**config.mk**
```make
export PLATFORM = sky130hd
export DESIGN_NAME = btkpq_ctrl_flat
export DESIGN_NICKNAME = d
export VERILOG_FILES = /design/src/rtl/btkpq_pkg.sv /design/src/rtl/btkpq_if.sv /design/src/rtl/btkpq_ctrl.sv /design/src/flat_wrapper.sv
export SDC_FILE = /design/constraint.sdc
export NUM_CORES = 1
export LEC_CHECK = 0
export ABC_AREA = 0
export BUFFER_PORTS_ARGS = -buffer_cell sky130_fd_sc_hd__buf_2
export CORE_MARGIN = 1.5
export CORE_UTILIZATION = 38
export CTS_CLUSTER_SIZE = 8
export DETAILED_ROUTE_END_ITERATION = 10
export GPL_ROUTABILITY_DRIVEN = 0
export PLACE_DENSITY = 0.72
export SLEW_MARGIN = 0
export SYNTH_ARGS = -nofsm -noshare
export SYNTH_HDL_FRONTEND = slang
export SYNTH_SLANG_ARGS = --single-unit
```
**constraint.sdc**
```tcl
create_clock -name clk -period 6.3 [get_ports clk]
set_input_delay 0.315 -clock clk [delete_from_list [all_inputs] [get_ports clk]]
set_output_delay 0.315 -clock clk [all_outputs]
set_load 0.02 [all_outputs]
```
**src/rtl/btkpq_pkg.sv**
```systemverilog
// Package for the bounded top-k priority queue: sizes, codes, cell commands,
// control state and the control struct that drives the cell row.
// No dependencies.
package btkpq_pkg;

  localparam int CAPACITY   = 64;
  localparam int KEY_W      = 32;
  localparam int IDX_W      = (CAPACITY > 1) ? $clog2(CAPACITY) : 1;
  localparam int CNT_W      = $clog2(CAPACITY + 1);
  localparam int CAP_W      = 7;
  localparam int CMP_W      = (CNT_W > CAP_W) ? CNT_W : CAP_W;
  localparam int KIND_W     = 2;
  localparam int STATUS_W   = 3;
  localparam int OUT_KEY_W  = 32;
  localparam int FILL_W     = 7;
  localparam int CFG_IDX_W  = 1;
  localparam int CFG_DATA_W = 7;

  localparam logic [KIND_W-1:0] KIND_INSERT = 2'd0;
  localparam logic [KIND_W-1:0] KIND_REMOVE = 2'd1;
  localparam logic [KIND_W-1:0] KIND_CLEAR  = 2'd2;

  localparam logic [STATUS_W-1:0] ST_INSERTED = 3'd0;
  localparam logic [STATUS_W-1:0] ST_EVICTED  = 3'd1;
  localparam logic [STATUS_W-1:0] ST_DROPPED  = 3'd2;
  localparam logic [STATUS_W-1:0] ST_REMOVED  = 3'd3;
  localparam logic [STATUS_W-1:0] ST_EMPTY    = 3'd4;
  localparam logic [STATUS_W-1:0] ST_CLEARED  = 3'd5;

  localparam logic [CFG_IDX_W-1:0] CFG_CAPACITY      = 1'd0;
  localparam logic [CFG_IDX_W-1:0] CFG_KEEP_SMALLEST = 1'd1;

  typedef enum logic [1:0] {
    CELL_HOLD,
    CELL_INSERT,
    CELL_SHIFT
  } cell_cmd_t;

  typedef enum logic [1:0] {
    S_IDLE,
    S_EXEC,
    S_PUSH,
    S_HOLD
  } state_t;

  typedef struct packed {
    cell_cmd_t              cmd;
    logic [KEY_W-1:0]       key;
    logic [CNT_W-1:0]       count;
  } row_ctl_t;

endpackage

```
**src/rtl/btkpq_if.sv**
```systemverilog
// Valid/ready channel interfaces: input items, result items, register writes.
// Depends on btkpq_pkg.
interface btkpq_in_if import btkpq_pkg::*; ();
  logic                valid;
  logic                ready;
  logic [KIND_W-1:0]   kind;
  logic [KEY_W-1:0]    key_value;

  modport source (output valid, output kind, output key_value, input ready);
  modport sink   (input valid, input kind, input key_value, output ready);
endinterface

interface btkpq_out_if import btkpq_pkg::*; ();
  logic                 valid;
  logic                 ready;
  logic [STATUS_W-1:0]  status;
  logic [OUT_KEY_W-1:0] out_key;
  logic [FILL_W-1:0]    fill;

  modport source (output valid, output status, output out_key, output fill, input ready);
  modport sink   (input valid, input status, input out_key, input fill, output ready);
endinterface

interface btkpq_cfg_if import btkpq_pkg::*; ();
  logic                  valid;
  logic                  ready;
  logic [CFG_IDX_W-1:0]  index;
  logic [CFG_DATA_W-1:0] data;

  modport source (output valid, output index, output data, input ready);
  modport sink   (input valid, input index, input data, output ready);
endinterface

```
**src/rtl/btkpq_ctrl.sv**
```systemverilog
// Sequencer: config registers, fill count, item decode, result register.
// Depends on btkpq_pkg, btkpq_if.
module btkpq_ctrl import btkpq_pkg::*; (
  input  logic              clk,
  input  logic              rst_n,
  btkpq_cfg_if.sink         cfg,
  btkpq_in_if.sink          in_b,
  btkpq_out_if.source       out_b,
  input  logic [KEY_W-1:0]  low_key,
  input  logic [KEY_W-1:0]  high_key,
  output row_ctl_t          ctl
);

  state_t                state_r, state_nxt;
  logic [CAP_W-1:0]      capacity_r;
  logic                  keep_small_r;
  logic [CNT_W-1:0]      count_r, count_nxt;
  logic [KIND_W-1:0]     kind_r;
  logic [KEY_W-1:0]      key_r;
  logic [STATUS_W-1:0]   hold_status_r;
  logic [KEY_W-1:0]      hold_key_r;
  logic                  out_valid_r;
  logic [STATUS_W-1:0]   out_status_r;
  logic [OUT_KEY_W-1:0]  out_key_r;
  logic [FILL_W-1:0]     out_fill_r;

  logic [CMP_W-1:0]      cap_ext, limit, count_ext;
  logic [KEY_W-1:0]      front_key;
  logic                  full, beats, out_free;
  logic                  evict, done, load_out, save_hold;
  logic [STATUS_W-1:0]   res_status;
  logic [KEY_W-1:0]      res_key;
  cell_cmd_t             cmd;

  assign cap_ext   = CMP_W'(capacity_r);
  assign count_ext = CMP_W'(count_r);
  assign limit     = (cap_ext == '0) ? CMP_W'(1) :
                     (cap_ext > CMP_W'(CAPACITY)) ? CMP_W'(CAPACITY) : cap_ext;
  assign full      = (count_ext >= limit) && (count_r != '0);
  assign front_key = keep_small_r ? high_key : low_key;
  assign beats     = keep_small_r ? (key_r < front_key) : (front_key < key_r);
  assign out_free  = !out_valid_r || out_b.ready;

  assign cfg.ready     = 1'b1;
  assign in_b.ready    = (state_r == S_IDLE);
  assign out_b.valid   = out_valid_r;
  assign out_b.status  = out_status_r;
  assign out_b.out_key = out_key_r;
  assign out_b.fill    = out_fill_r;

  assign ctl.cmd   = cmd;
  assign ctl.key   = key_r;
  assign ctl.count = count_r;

  // decode and cell commands
  always_comb begin
    cmd        = CELL_HOLD;
    count_nxt  = count_r;
    res_status = ST_DROPPED;
    res_key    = '0;
    evict      = 1'b0;
    done       = 1'b0;
    case (state_r)
      S_EXEC: begin
        case (kind_r)
          KIND_INSERT: begin
            if (full) begin
              if (beats) begin
                cmd       = keep_small_r ? CELL_HOLD : CELL_SHIFT;
                count_nxt = count_r - CNT_W'(1);
                evict     = 1'b1;
              end else begin
                done = 1'b1;
              end
            end else begin
              cmd        = CELL_INSERT;
              count_nxt  = count_r + CNT_W'(1);
              res_status = ST_INSERTED;
              done       = 1'b1;
            end
          end
          KIND_REMOVE: begin
            done = 1'b1;
            if (count_r == '0) begin
              res_status = ST_EMPTY;
            end else begin
              cmd        = keep_small_r ? CELL_HOLD : CELL_SHIFT;
              count_nxt  = count_r - CNT_W'(1);
              res_status = ST_REMOVED;
              res_key    = front_key;
            end
          end
          KIND_CLEAR: begin
            count_nxt  = '0;
            res_status = ST_CLEARED;
            done       = 1'b1;
          end
          default: done = 1'b1;
        endcase
      end
      S_PUSH: begin
        cmd        = CELL_INSERT;
        count_nxt  = count_r + CNT_W'(1);
        res_status = ST_EVICTED;
        res_key    = hold_key_r;
        done       = 1'b1;
      end
      default: cmd = CELL_HOLD;
    endcase
  end

  assign load_out  = (done || (state_r == S_HOLD)) && out_free;
  assign save_hold = done && !out_free;

  always_comb begin
    state_nxt = state_r;
    case (state_r)
      S_IDLE: if (in_b.valid) state_nxt = S_EXEC;
      S_EXEC: begin
        if (evict) state_nxt = S_PUSH;
        else       state_nxt = out_free ? S_IDLE : S_HOLD;
      end
      S_PUSH:  state_nxt = out_free ? S_IDLE : S_HOLD;
      S_HOLD:  state_nxt = out_free ? S_IDLE : S_HOLD;
      default: state_nxt = S_IDLE;
    endcase
  end

  always_ff @(posedge clk) begin
    if (!rst_n) begin
      state_r      <= S_IDLE;
      capacity_r   <= CAP_W'(64);
      keep_small_r <= 1'b0;
      count_r      <= '0;
      out_valid_r  <= 1'b0;
    end else begin
      state_r <= state_nxt;
      count_r <= count_nxt;
      if (cfg.valid && (cfg.index == CFG_CAPACITY)) begin
        capacity_r <= cfg.data[CAP_W-1:0];
      end
      if (cfg.valid && (cfg.index == CFG_KEEP_SMALLEST)) begin
        keep_small_r <= cfg.data[0];
      end
      if (load_out)         out_valid_r <= 1'b1;
      else if (out_b.ready) out_valid_r <= 1'b0;
    end
  end

  always_ff @(posedge clk) begin
    if (in_b.valid && in_b.ready) begin
      kind_r <= in_b.kind;
      key_r  <= in_b.key_value;
    end
    if (evict) begin
      hold_key_r <= front_key;
    end else if (save_hold) begin
      hold_key_r <= res_key;
    end
    if (save_hold) begin
      hold_status_r <= res_status;
    end
    if (load_out) begin
      if (state_r == S_HOLD) begin
        out_status_r <= hold_status_r;
        out_key_r    <= OUT_KEY_W'(hold_key_r);
        out_fill_r   <= FILL_W'(count_r);
      end else begin
        out_status_r <= res_status;
        out_key_r    <= OUT_KEY_W'(res_key);
        out_fill_r   <= FILL_W'(count_nxt);
      end
    end
  end

endmodule

```
**src/flat_wrapper.sv**
```systemverilog
// flat-port wrapper written by rule: the top's interface ports become plain ports
module btkpq_ctrl_flat import btkpq_pkg::*;
  (clk, rst_n, low_key, high_key, ctl, cfg_valid, cfg_index, cfg_data, cfg_ready, in_b_valid, in_b_kind, in_b_key_value, in_b_ready, out_b_valid, out_b_status, out_b_out_key, out_b_fill, out_b_ready);
  btkpq_cfg_if cfg_i ();
  btkpq_in_if in_b_i ();
  btkpq_out_if out_b_i ();
  input  logic clk;
  input  logic rst_n;
  input  logic [KEY_W-1:0] low_key;
  input  logic [KEY_W-1:0] high_key;
  output row_ctl_t ctl;
  input wire logic [$bits(cfg_i.valid)-1:0] cfg_valid;
  input wire logic [$bits(cfg_i.index)-1:0] cfg_index;
  input wire logic [$bits(cfg_i.data)-1:0] cfg_data;
  output wire logic [$bits(cfg_i.ready)-1:0] cfg_ready;
  input wire logic [$bits(in_b_i.valid)-1:0] in_b_valid;
  input wire logic [$bits(in_b_i.kind)-1:0] in_b_kind;
  input wire logic [$bits(in_b_i.key_value)-1:0] in_b_key_value;
  output wire logic [$bits(in_b_i.ready)-1:0] in_b_ready;
  output wire logic [$bits(out_b_i.valid)-1:0] out_b_valid;
  output wire logic [$bits(out_b_i.status)-1:0] out_b_status;
  output wire logic [$bits(out_b_i.out_key)-1:0] out_b_out_key;
  output wire logic [$bits(out_b_i.fill)-1:0] out_b_fill;
  input wire logic [$bits(out_b_i.ready)-1:0] out_b_ready;
  assign cfg_i.valid = cfg_valid;
  assign cfg_i.index = cfg_index;
  assign cfg_i.data = cfg_data;
  assign cfg_ready = cfg_i.ready;
  assign in_b_i.valid = in_b_valid;
  assign in_b_i.kind = in_b_kind;
  assign in_b_i.key_value = in_b_key_value;
  assign in_b_ready = in_b_i.ready;
  assign out_b_valid = out_b_i.valid;
  assign out_b_status = out_b_i.status;
  assign out_b_out_key = out_b_i.out_key;
  assign out_b_fill = out_b_i.fill;
  assign out_b_i.ready = out_b_ready;
  btkpq_ctrl u_core (.clk(clk), .rst_n(rst_n), .cfg(cfg_i), .in_b(in_b_i), .out_b(out_b_i), .low_key(low_key), .high_key(high_key), .ctl(ctl));
endmodule
```
==> results of run 1 <==
path summary, 6_finish.rpt:
check / startpoint / slack (ps) / to / cells after the start
worst min-delay path: in_b_key_value[28] / 50 / u_core.key_r[28] / 1
worst min register to register: u_core.cap_ext[0] / 520 / u_core.cap_ext[0] / 2
worst max register to register: u_core.keep_small_r / 1250 / u_core.out_b.out_key[6] / 12
worst max-delay path: u_core.keep_small_r / 1050 / ctl[40] / 10
routing by layer:
| metal | GRT usage, % | routed length, microns | vias up |
|---|---|---|---|
| met4 | 8.32 | 513 | 0 |
| met3 | 4.96 | 1710 | 35 |
| met5 | 0 | 0 | - |
| li1 | - | - | 3007 |
| met2 | 33.8 | 10100 | 296 |
| met1 | 26.8 | 8880 | 2965 |
through the flow:
step	utilization, %	power [W]
6_report	47.5	0.00270
5_1_grt	47.5	0.00281
4_1_cts	47.5	0.00270
3_5_place_dp	44.7	0.00178
3_3_place_gp	44.7	0.00177
2_1_floorplan	-	0.00155
final cells by class:
cell class                 count  share of cell area (%)
timing repair buffer         200                    11.0
clock inverter                14                    1.29
sequential                   129                    40.1
clock buffer                  18                    4.66
tap                          265                    3.60
inverter                      15                   0.611
multi-input combinational    498                    38.7
state kept, by name, summed over array words and instances, names as in the netlist:
signal,flops
u_core.key_r,32
u_core.hold_key_r,32
u_core.count_ext,7
u_core.keep_small_r,1
u_core.out_b.fill,7
u_core.state_r,2
u_core.out_b.out_key,32
u_core.hold_status_r,3
u_core.kind_r,2
u_core.out_b.valid,1
u_core.cap_ext,7
u_core.out_b.status,3
logic make-up (layout without fill, tap and decap cells):
family                     after synthesis  in the layout  synth area share (%)
DFF                                    129            129                  49.4
xor gates and xnor gates                 4              4                 0.469
buffers and inverters                   59            247                  3.41
muxes                                   43             43                  5.84
AOI/OAI and AO/OA                      229            229                  22.2
adders and majority gates               46             46                  7.70
other                                    1              1                0.0502
and+or+nand+nor                        175            175                  10.9
critical path, stage by stage (launching register included):
cell and delay, ps:
dfxtp_2 670, buf_4 450, mux2i_1 330, ha_1 290, a21oi_1 160, o21ai_0 140, a221oi_1 590, nand4_1 390
a21o_1 350, a2111oi_0 800, buf_2 300
power breakdown:
part | internal (W) | switching [W] | total (W)
registers | 0.00102 | 0.0000631 | 0.00108
clock network | 0.000539 | 0.000382 | 0.000921
logic | 0.000242 | 0.000449 | 0.000691
placed cells by master, fill, tap and decap left out, types with 5 or more instances in the layout:
cell type,synthesis,routed
edfxtp_1,111,111
o2bb2ai_1,22,22
o211ai_1,6,6
buf_4,2,5
inv_1,14,14
nand2_1,80,80
clkbuf_16,0,17
a21oi_1,36,35
nand2b_1,5,5
nand3_1,15,15
buf_2,3,195
a21o_1,5,5
nand4_1,9,9
a22o_1,34,34
a31oi_1,10,10
nor3_1,8,8
nor2b_1,7,7
o21ai_0,61,60
a21boi_0,5,5
o21a_1,8,8
mux2i_1,38,38
ha_1,46,43
nor2_1,33,33
dfxtp_1,18,17
o2bb2ai_2,10,10
==> flow_metrics.env, run 1 <==
export IMPL_maxCapViolCount=0
export IMPL_syn_nets=843
export IMPL_outcome="finished clean"
export IMPL_synth_cells=686
export IMPL_clockBufferDepth=2
export IMPL_ys_async_sr_fraction_pct=0
export IMPL_start_util_pct=38.5
export IMPL_criticalPathCategory="register to output pin"
export IMPL_num_vias=6303
export IMPL_synth_top_area_share_pct=44.6
export IMPL_ys_ff_latch=129
export IMPL_drcViolationCount=0
export IMPL_ys_warn_count=0
export IMPL_worstSetupEndpointType="output pin"
export IMPL_cts_made_buffers=17
export IMPL_setup_tns_ps=0
export IMPL_vias_per_cell=5.53
export IMPL_clk_pin_slew_ps=60
export IMPL_arrival_ps=4930
export IMPL_seq_area_sq_mm=0.00369
export IMPL_ys_flop_type="edfxtp_1"
export IMPL_slew_headroom_pct=17.8
export IMPL_holdCritPathClass="input pin to register"
export IMPL_pre_cts_slack_ps=1220
export IMPL_power_leakage_nw=3.51
export IMPL_synth_edf_count=111
export IMPL_fp_dieW_microns=143
export IMPL_fillCellCount=1793
export IMPL_finalWirelength_mm=21.2
export IMPL_rows=51
export IMPL_setup_ws_ps=1050
export IMPL_ctsHtreeMaxLevel=4
export IMPL_cts_setup_buffers=0
export IMPL_clkSinkCount=129
export IMPL_cp_start_kind="register"
export IMPL_grt_start_max_net_pins=46
export IMPL_cp_max_fo=22
export IMPL_fin_crit_ps=5250
export IMPL_synth_cell_types=63
export IMPL_power_density_mw_per_mm2=293
export IMPL_hold_violations=0
export IMPL_syn_area_per_cell_sq_um=10.9
export IMPL_antenna_cells=0
export IMPL_io_pins=197
export IMPL_final_setup_skew_ps=15.2
export IMPL_worstMarginPinSlew_ps=1230
export IMPL_grt_pass1_wl_mm=32.4
export IMPL_required_ps=5980
export IMPL_drt_iter0_markers=453
export IMPL_dp_hpwl_mm=15.1
export IMPL_synth_most_common_cell="edfxtp_1"
export IMPL_rsz0062_at_grt="no"
export IMPL_core_area_sq_mm=0.0194
export IMPL_die_h_microns=143
export IMPL_max_freq_mhz=191
export IMPL_fin_crit_sh_pct=83.3
export IMPL_firstDrtPassIters=5
export IMPL_netlist_top_cells_count="edfxtp_1, nand2_1, o21ai_0, ha_1, mux2i_1"
export IMPL_syn_to_final_growth_pct=23.2
export IMPL_drv_slew=0
export IMPL_port_buffers=195
export IMPL_cts_tree="done"
export IMPL_drive_gt1_share_pct=30.1
export IMPL_nets=1018
export IMPL_peakVddDrop_v=0.000204
export IMPL_multi_input_area_sq_mm=0.00357
export IMPL_worstSkewPairLatency_ps=440
export IMPL_wl_per_cell_microns=18.6
export IMPL_cts_root_buf="clkbuf_16"
export IMPL_grt_pass1_vias=5974
export IMPL_antenna_found_initial=0
export IMPL_hold_buffers=0
export IMPL_seq_area_frac_synth_pct=49.4
export IMPL_stdcell_count=1139
export IMPL_holdWs_ps=51.5
export IMPL_postCtsResizedCells=0
export IMPL_synth_top_area_cell="edfxtp_1"
export IMPL_dp_cells=1107
export IMPL_synth_area_leaders="edfxtp_1, ha_1, mux2i_1"
export IMPL_place_area_sq_mm=0.00866
export IMPL_layout_cell_area_non_filler_sq_mm=0.00921
export IMPL_syn_area_sq_mm=0.00748
export IMPL_setup_viol=0
export IMPL_die_area_sq_mm=0.0205
export IMPL_grt_ovfl_total=0
export IMPL_drtAntennaViolNets=0
export IMPL_grt_usage_pct=20.8
Power figures use the tool's default switching activity.
==> run 2, diff against run 1 <==
--- a/config.mk
+++ b/config.mk
@@ -12,7 +12,7 @@
 export CTS_CLUSTER_SIZE = 8
 export DETAILED_ROUTE_END_ITERATION = 10
 export GPL_ROUTABILITY_DRIVEN = 0
-export PLACE_DENSITY = 0.72
+export PLACE_DENSITY = 0.7
 export SLEW_MARGIN = 0
 export SYNTH_ARGS = -nofsm -noshare
 export SYNTH_HDL_FRONTEND = slang
==> constraint.sdc (replaced) <==
create_clock -name clk -period 5.4 [get_ports clk]
set_input_delay 0.27 -clock clk [delete_from_list [all_inputs] [get_ports clk]]
set_output_delay 0.27 -clock clk [all_outputs]
set_load 0.02 [all_outputs]
==> run 2 against run 1 <==
Net effect:
- clock-buffer cell count increased by 1
- global-route usage decreased by 0.21 points
- setup slack got worse by 620 ps
- register-to-register slack got worse by 410 ps
- die area unchanged
- combinational power increased by 17%
==> flow_metrics.env, run 2 (synthesized netlist as in run 1, its figures left out) <==
export IMPL_drt_iter0_markers=534
export IMPL_holdCritPathClass="input pin to register"
export IMPL_cts_tree="done"
export IMPL_cp_start_kind="register"
export IMPL_maxCapViolCount=0
export IMPL_cts_root_buf="clkbuf_16"
export IMPL_grt_start_max_net_pins=46
export IMPL_clockBufferDepth=2
export IMPL_cts_made_buffers=17
export IMPL_fp_dieW_microns=143
export IMPL_drcViolationCount=0
export IMPL_highest_layer="met4"
export IMPL_slew_headroom_pct=24.8
export IMPL_io_pins=197
export IMPL_grt_pass1_vias=5960
export IMPL_pre_cts_slack_ps=664
export IMPL_ff2ff_setup_slack_ps=840
export IMPL_vias_per_cell=5.53
export IMPL_grt_pass1_wl_mm=32.1
export IMPL_place_area_sq_mm=0.00869
export IMPL_drive_gt1_share_pct=29.7
export IMPL_final_setup_skew_ps=12.3
export IMPL_setup_ws_ps=434
export IMPL_multi_input_area_sq_mm=0.00357
export IMPL_final_cell_mix="buf_2, edfxtp_1, nand2_1, o21ai_0, ha_1"
export IMPL_wl_met3_mm=1.74
export IMPL_dp_hpwl_mm=14.8
export IMPL_rows=51
export IMPL_rsz0062_at_grt="no"
export IMPL_finalWirelength_mm=20.8
export IMPL_drt_met1_wl_mm=8.92
export IMPL_outcome="finished clean"
export IMPL_worstSkewPairLatency_ps=420
export IMPL_worstSetupEndpointType="output pin"
export IMPL_antenna_found_initial=0
export IMPL_syn_to_final_growth_pct=24.8
export IMPL_hold_violations=0
export IMPL_seq_area_sq_mm=0.00370
export IMPL_ctsHtreeMaxLevel=4
export IMPL_power_leakage_nw=3.58
export IMPL_worstMarginPinSlew_ps=1120
export IMPL_antenna_cells=0
export IMPL_finalPower_w=0.00321
export IMPL_start_util_pct=38.5
export IMPL_clkSinkCount=129
export IMPL_fillCellCount=1814
export IMPL_num_vias=6347
export IMPL_peakVddDrop_v=0.000215
export IMPL_clk_pin_slew_ps=60
export IMPL_cp_max_fo=24
export IMPL_port_buffers=195
export IMPL_fin_crit_ps=4970
export IMPL_grt_ovfl_total=0
export IMPL_postLayoutCoreUtil_pct=48.1
export IMPL_nets=1028
export IMPL_setup_viol=0
export IMPL_drv_slew=0
export IMPL_firstDrtPassIters=5
export IMPL_drtAntennaViolNets=0
export IMPL_wl_per_cell_microns=18.1
export IMPL_core_area_sq_mm=0.0194
export IMPL_grt_usage_pct=20.6
export IMPL_setup_tns_ps=0
export IMPL_mostFrequentLayoutCell="buf_2"
export IMPL_layout_cell_area_non_filler_sq_mm=0.00933
export IMPL_die_area_sq_mm=0.0205
export IMPL_arrival_ps=4700
export IMPL_required_ps=5130
export IMPL_fin_crit_sh_pct=92.0
export IMPL_criticalPathCategory="register to output pin"
export IMPL_met2WireLength_mm=9.79
export IMPL_die_h_microns=143
export IMPL_power_density_mw_per_mm2=344
export IMPL_max_freq_mhz=201
## run 2: cell count changes in the layout (fill, tap and decap cells not counted), sizes merged
cell and change:
buf +3, bufinv +2, clkbuf +1, clkinv -1, clkinvlp -3, dlygate4sd3 +7
## run 2: what timing repair did
item                                    4_1_cts  5_1_grt
setup buffers                                 0        0
endpoints found under the setup margin        0        1
resized for setup                             0        1
hold endpoints to repair                      7        0
hold buffers                                  7        0
## run 2: worst paths after layout
kind / start / to / depth (start not counted)
setup / recovery: u_core.keep_small_r / ctl[40] / 10
hold / removal: in_b_key_value[12] / u_core.key_r[12] / 1
setup reg to reg: u_core.keep_small_r / u_core.hold_key_r[25] / 11
hold reg to reg: u_core.cap_ext[0] / u_core.cap_ext[0] / 2
## run 2: cell type report
class,count,share of cell area (%)
multi-input cells,498,38.2
flip-flops and latches,129,39.6
clock inverters,12,1.51
well taps,265,3.55
inverters,15,0.603
clock buffers,19,4.64
repair buffers,210,11.9
## run 2: metrics by stage
stage | hold WS [ps] | std cells
global route | 2.96 | 1148
detailed placement | 448 | 1110
CTS | 0.844 | 1148
global placement | 446 | 1110
finish | 22.9 | 1148
floorplan | 369 | 686
## run 2: critical path: stages, from the launching register on
cell	delay [ps]
dfxtp_4	620
buf_4	360
mux2i_1	360
ha_1	310
a21oi_1	120
o21ai_0	160
a221oi_1	550
nand4_1	380
a21o_1	360
a2111oi_0	730
buf_2	300
## run 2: where the power goes
part | total (W) | switching (W) | internal, W
sequential | 0.00126 | 0.0000736 | 0.00119
combinational | 0.000806 | 0.000519 | 0.000286
clock | 0.00114 | 0.000423 | 0.000717
## run 2: layer usage
layer,vias up,track usage [%]
met5,-,0
met4,0,6.61
met3,24,6.24
met2,288,32.9
met1,3003,26.8
li1,3032,-
==> run 3, diff against run 2 <==
--- a/config.mk
+++ b/config.mk
@@ -7,12 +7,13 @@
 export LEC_CHECK = 0
 export ABC_AREA = 0
 export BUFFER_PORTS_ARGS = -buffer_cell sky130_fd_sc_hd__buf_2
+export CORE_ASPECT_RATIO = 1.4
 export CORE_MARGIN = 1.5
 export CORE_UTILIZATION = 38
 export CTS_CLUSTER_SIZE = 8
 export DETAILED_ROUTE_END_ITERATION = 10
 export GPL_ROUTABILITY_DRIVEN = 0
-export PLACE_DENSITY = 0.7
+export PLACE_DENSITY = 0.72
 export SLEW_MARGIN = 0
 export SYNTH_ARGS = -nofsm -noshare
 export SYNTH_HDL_FRONTEND = slang
==> constraint.sdc (replaced) <==
create_clock -name clk -period 4.5 [get_ports clk]
set_input_delay 0.225 -clock clk [delete_from_list [all_inputs] [get_ports clk]]
set_output_delay 0.225 -clock clk [all_outputs]
set_load 0.02 [all_outputs]
==> run 3 against run 2 <==
Net effect:
- setup slack worse by 87 ps
- global-route usage increased by 1.5 points
- first-iteration DRC count down 11%
- combinational power is 27% higher
- sequential power is 21% higher
- sequential share of layout area fell by 1.9 points
- die area about the same
- power increased by 26%
- routed wire length is 8.3% higher
- clock-buffer cell count up 2
- via count grew 3.9%
- cell count up 1.6%
- critical endpoint unchanged
- largest power group unchanged
==> flow_metrics.env, run 3 (synthesized netlist as in run 1, its figures left out) <==
export IMPL_fillCellCount=1730
export IMPL_holdWs_ps=27.5
export IMPL_start_util_pct=38.9
export IMPL_peakVddDrop_v=0.000321
export IMPL_fp_dieW_microns=122
export IMPL_drtAntennaViolNets=0
export IMPL_finalWirelength_mm=22.5
export IMPL_final_setup_skew_ps=14.0
export IMPL_worstSkewPairLatency_ps=430
export IMPL_fin_crit_sh_pct=92.3
export IMPL_layout_cell_area_non_filler_sq_mm=0.00981
export IMPL_antenna_cells=0
export IMPL_path_delay_family="compound AO/OA/AOI/OAI gates"
export IMPL_arrival_ps=3930
export IMPL_die_area_sq_mm=0.0205
export IMPL_setup_viol=0
export IMPL_place_area_sq_mm=0.00874
export IMPL_core_area_sq_mm=0.0192
export IMPL_wl_per_cell_microns=19.3
export IMPL_worstMarginPinSlew_ps=1290
export IMPL_worst_path_largest_cell_delay_ps=420
export IMPL_drive_gt1_share_pct=30.1
export IMPL_postLayoutCoreUtil_pct=51.0
export IMPL_rows=60
export IMPL_nets=1062
export IMPL_holdPathEnd="u_core.cap_ext[6]"
export IMPL_cp_start_kind="register"
export IMPL_hp_start="cfg_data[6]"
export IMPL_worstSetupEndpointType="output pin"
export IMPL_drv_slew=0
export IMPL_regToRegStartpoint="u_core.keep_small_r"
export IMPL_syn_to_final_growth_pct=31.2
export IMPL_num_vias=6593
export IMPL_clkSinkCount=129
export IMPL_vias_per_cell=5.65
export IMPL_drcViolationCount=0
export IMPL_reg2reg_depth=12
export IMPL_final_cell_mix="buf_2, edfxtp_1, nand2_1, o21ai_0, ha_1"
export IMPL_mostFrequentLayoutCell="buf_2"
export IMPL_die_h_microns=169
export IMPL_power_leakage_nw=3.80
export IMPL_dp_hpwl_mm=15.6
export IMPL_crit_chain="buf_12 -> mux2i_1 -> ha_1 -> a21oi_1 -> o21ai_0 -> a221o_1 -> o31ai_2 -> nand4_1 -> a21o_1 -> a2111oi_1 -> buf_4 -> buf_2"
export IMPL_hold_violations=0
export IMPL_grt_ovfl_total=0
export IMPL_cts_root_buf="clkbuf_16"
export IMPL_criticalPathCategory="register to output pin"
export IMPL_port_buffers=195
export IMPL_fin_crit_ps=4150
export IMPL_antenna_found_initial=0
export IMPL_setup_tns_ps=0
export IMPL_grt_pass1_wl_mm=34.4
export IMPL_ff2ff_setup_slack_ps=520
export IMPL_min_path_cells=3
export IMPL_crit_path_top_delay_cell="dfxtp_4"
export IMPL_ctsHtreeMaxLevel=4
export IMPL_grt_start_max_net_pins=46
export IMPL_clk_pin_slew_ps=60
export IMPL_cts_made_buffers=17
export IMPL_r2r_end="u_core.out_b.out_key[17]"
export IMPL_required_ps=4280
export IMPL_power_density_mw_per_mm2=413
export IMPL_max_freq_mhz=241
export IMPL_firstDrtPassIters=5
export IMPL_outcome="finished clean"
export IMPL_io_pins=197
export IMPL_cts_tree="done"
export IMPL_rsz0062_at_grt="no"
export IMPL_slew_headroom_pct=13.2
export IMPL_clockBufferDepth=2
export IMPL_holdCritPathClass="input pin to register"
export IMPL_cp_max_fo=7
export IMPL_maxCapViolCount=0
export IMPL_grt_pass1_vias=6444
export IMPL_worst_path_buf_inv=3
export IMPL_drt_iter0_markers=473
export IMPL_grt_usage_pct=22.2
-- run 3: cell type report --
type	count	area, sq um	share of cell area (%)
Inverter	15	56.3	0.574
Clock buffer	21	460	4.69
Multi-Input combinational cell	498	3600	36.7
Tap cell	248	310	3.16
Sequential cell	129	3700	37.7
Clock inverter	11	185	1.89
Timing Repair Buffer	244	1500	15.3
-- run 3: metrics by stage --
step	total power, W	instances	worst slack, ps
after floorplan	0.00217	686	75.9
after global placement	0.00251	1096	375
after detailed placement	0.00252	1096	255
after CTS	0.00406	1162	82.3
after global routing	0.00421	1166	148
final	0.00405	1166	347
-- run 3: report_power, final --
part	switching [W]	internal, W	leakage (nW)
clock	0.000506	0.00101	0.314
sequential	0.0000879	0.00143	1.18
combinational	0.000647	0.000374	2.31
-- run 3: worst register-to-register path: stages (launching register included) --
cell and delay, ps:
dfxtp_4 420, buf_4 240, mux2i_1 340, inv_1 100, ha_1 280, nand4_1 100
nor4_1 500, a21oi_1 260, a22oi_4 310, a21o_1 290, a21oi_1 180, o21ai_4 420
buf_12 230
-- run 3: how the worst max path moves through the flow --
| stage | start | end | slack, ps | depth (start not counted) |
|---|---|---|---|---|
| detailed placement | u_core.keep_small_r | u_core.out_b.out_key[18] | 260 | 12 |
| finish | u_core.keep_small_r | ctl[40] | 350 | 12 |
| CTS | u_core.keep_small_r | ctl[40] | 80 | 12 |
| global placement | u_core.keep_small_r | u_core.out_b.out_key[19] | 380 | 12 |
| global route | u_core.keep_small_r | ctl[40] | 150 | 12 |
| floorplan | u_core.keep_small_r | u_core.out_b.fill[0] | 80 | 12 |
-- run 3: metal layers --
layer	vias to the layer above	wire [microns]	part of all wire, %	GRT usage [%]
met5	-	0	0	0
li1	3099	-	-	-
met3	71	1550	6.9	4.35
met4	0	869	3.9	10.2
met2	347	11400	51	38.9
met1	3076	8710	39	25.8
-- run 3: timing repair --
action,4_1_cts,5_1_grt
endpoints found under the hold margin,34,0
gates resized for setup,1,7
endpoints found under the setup margin,1,1
hold buffers,34,0
buffers inserted,0,4
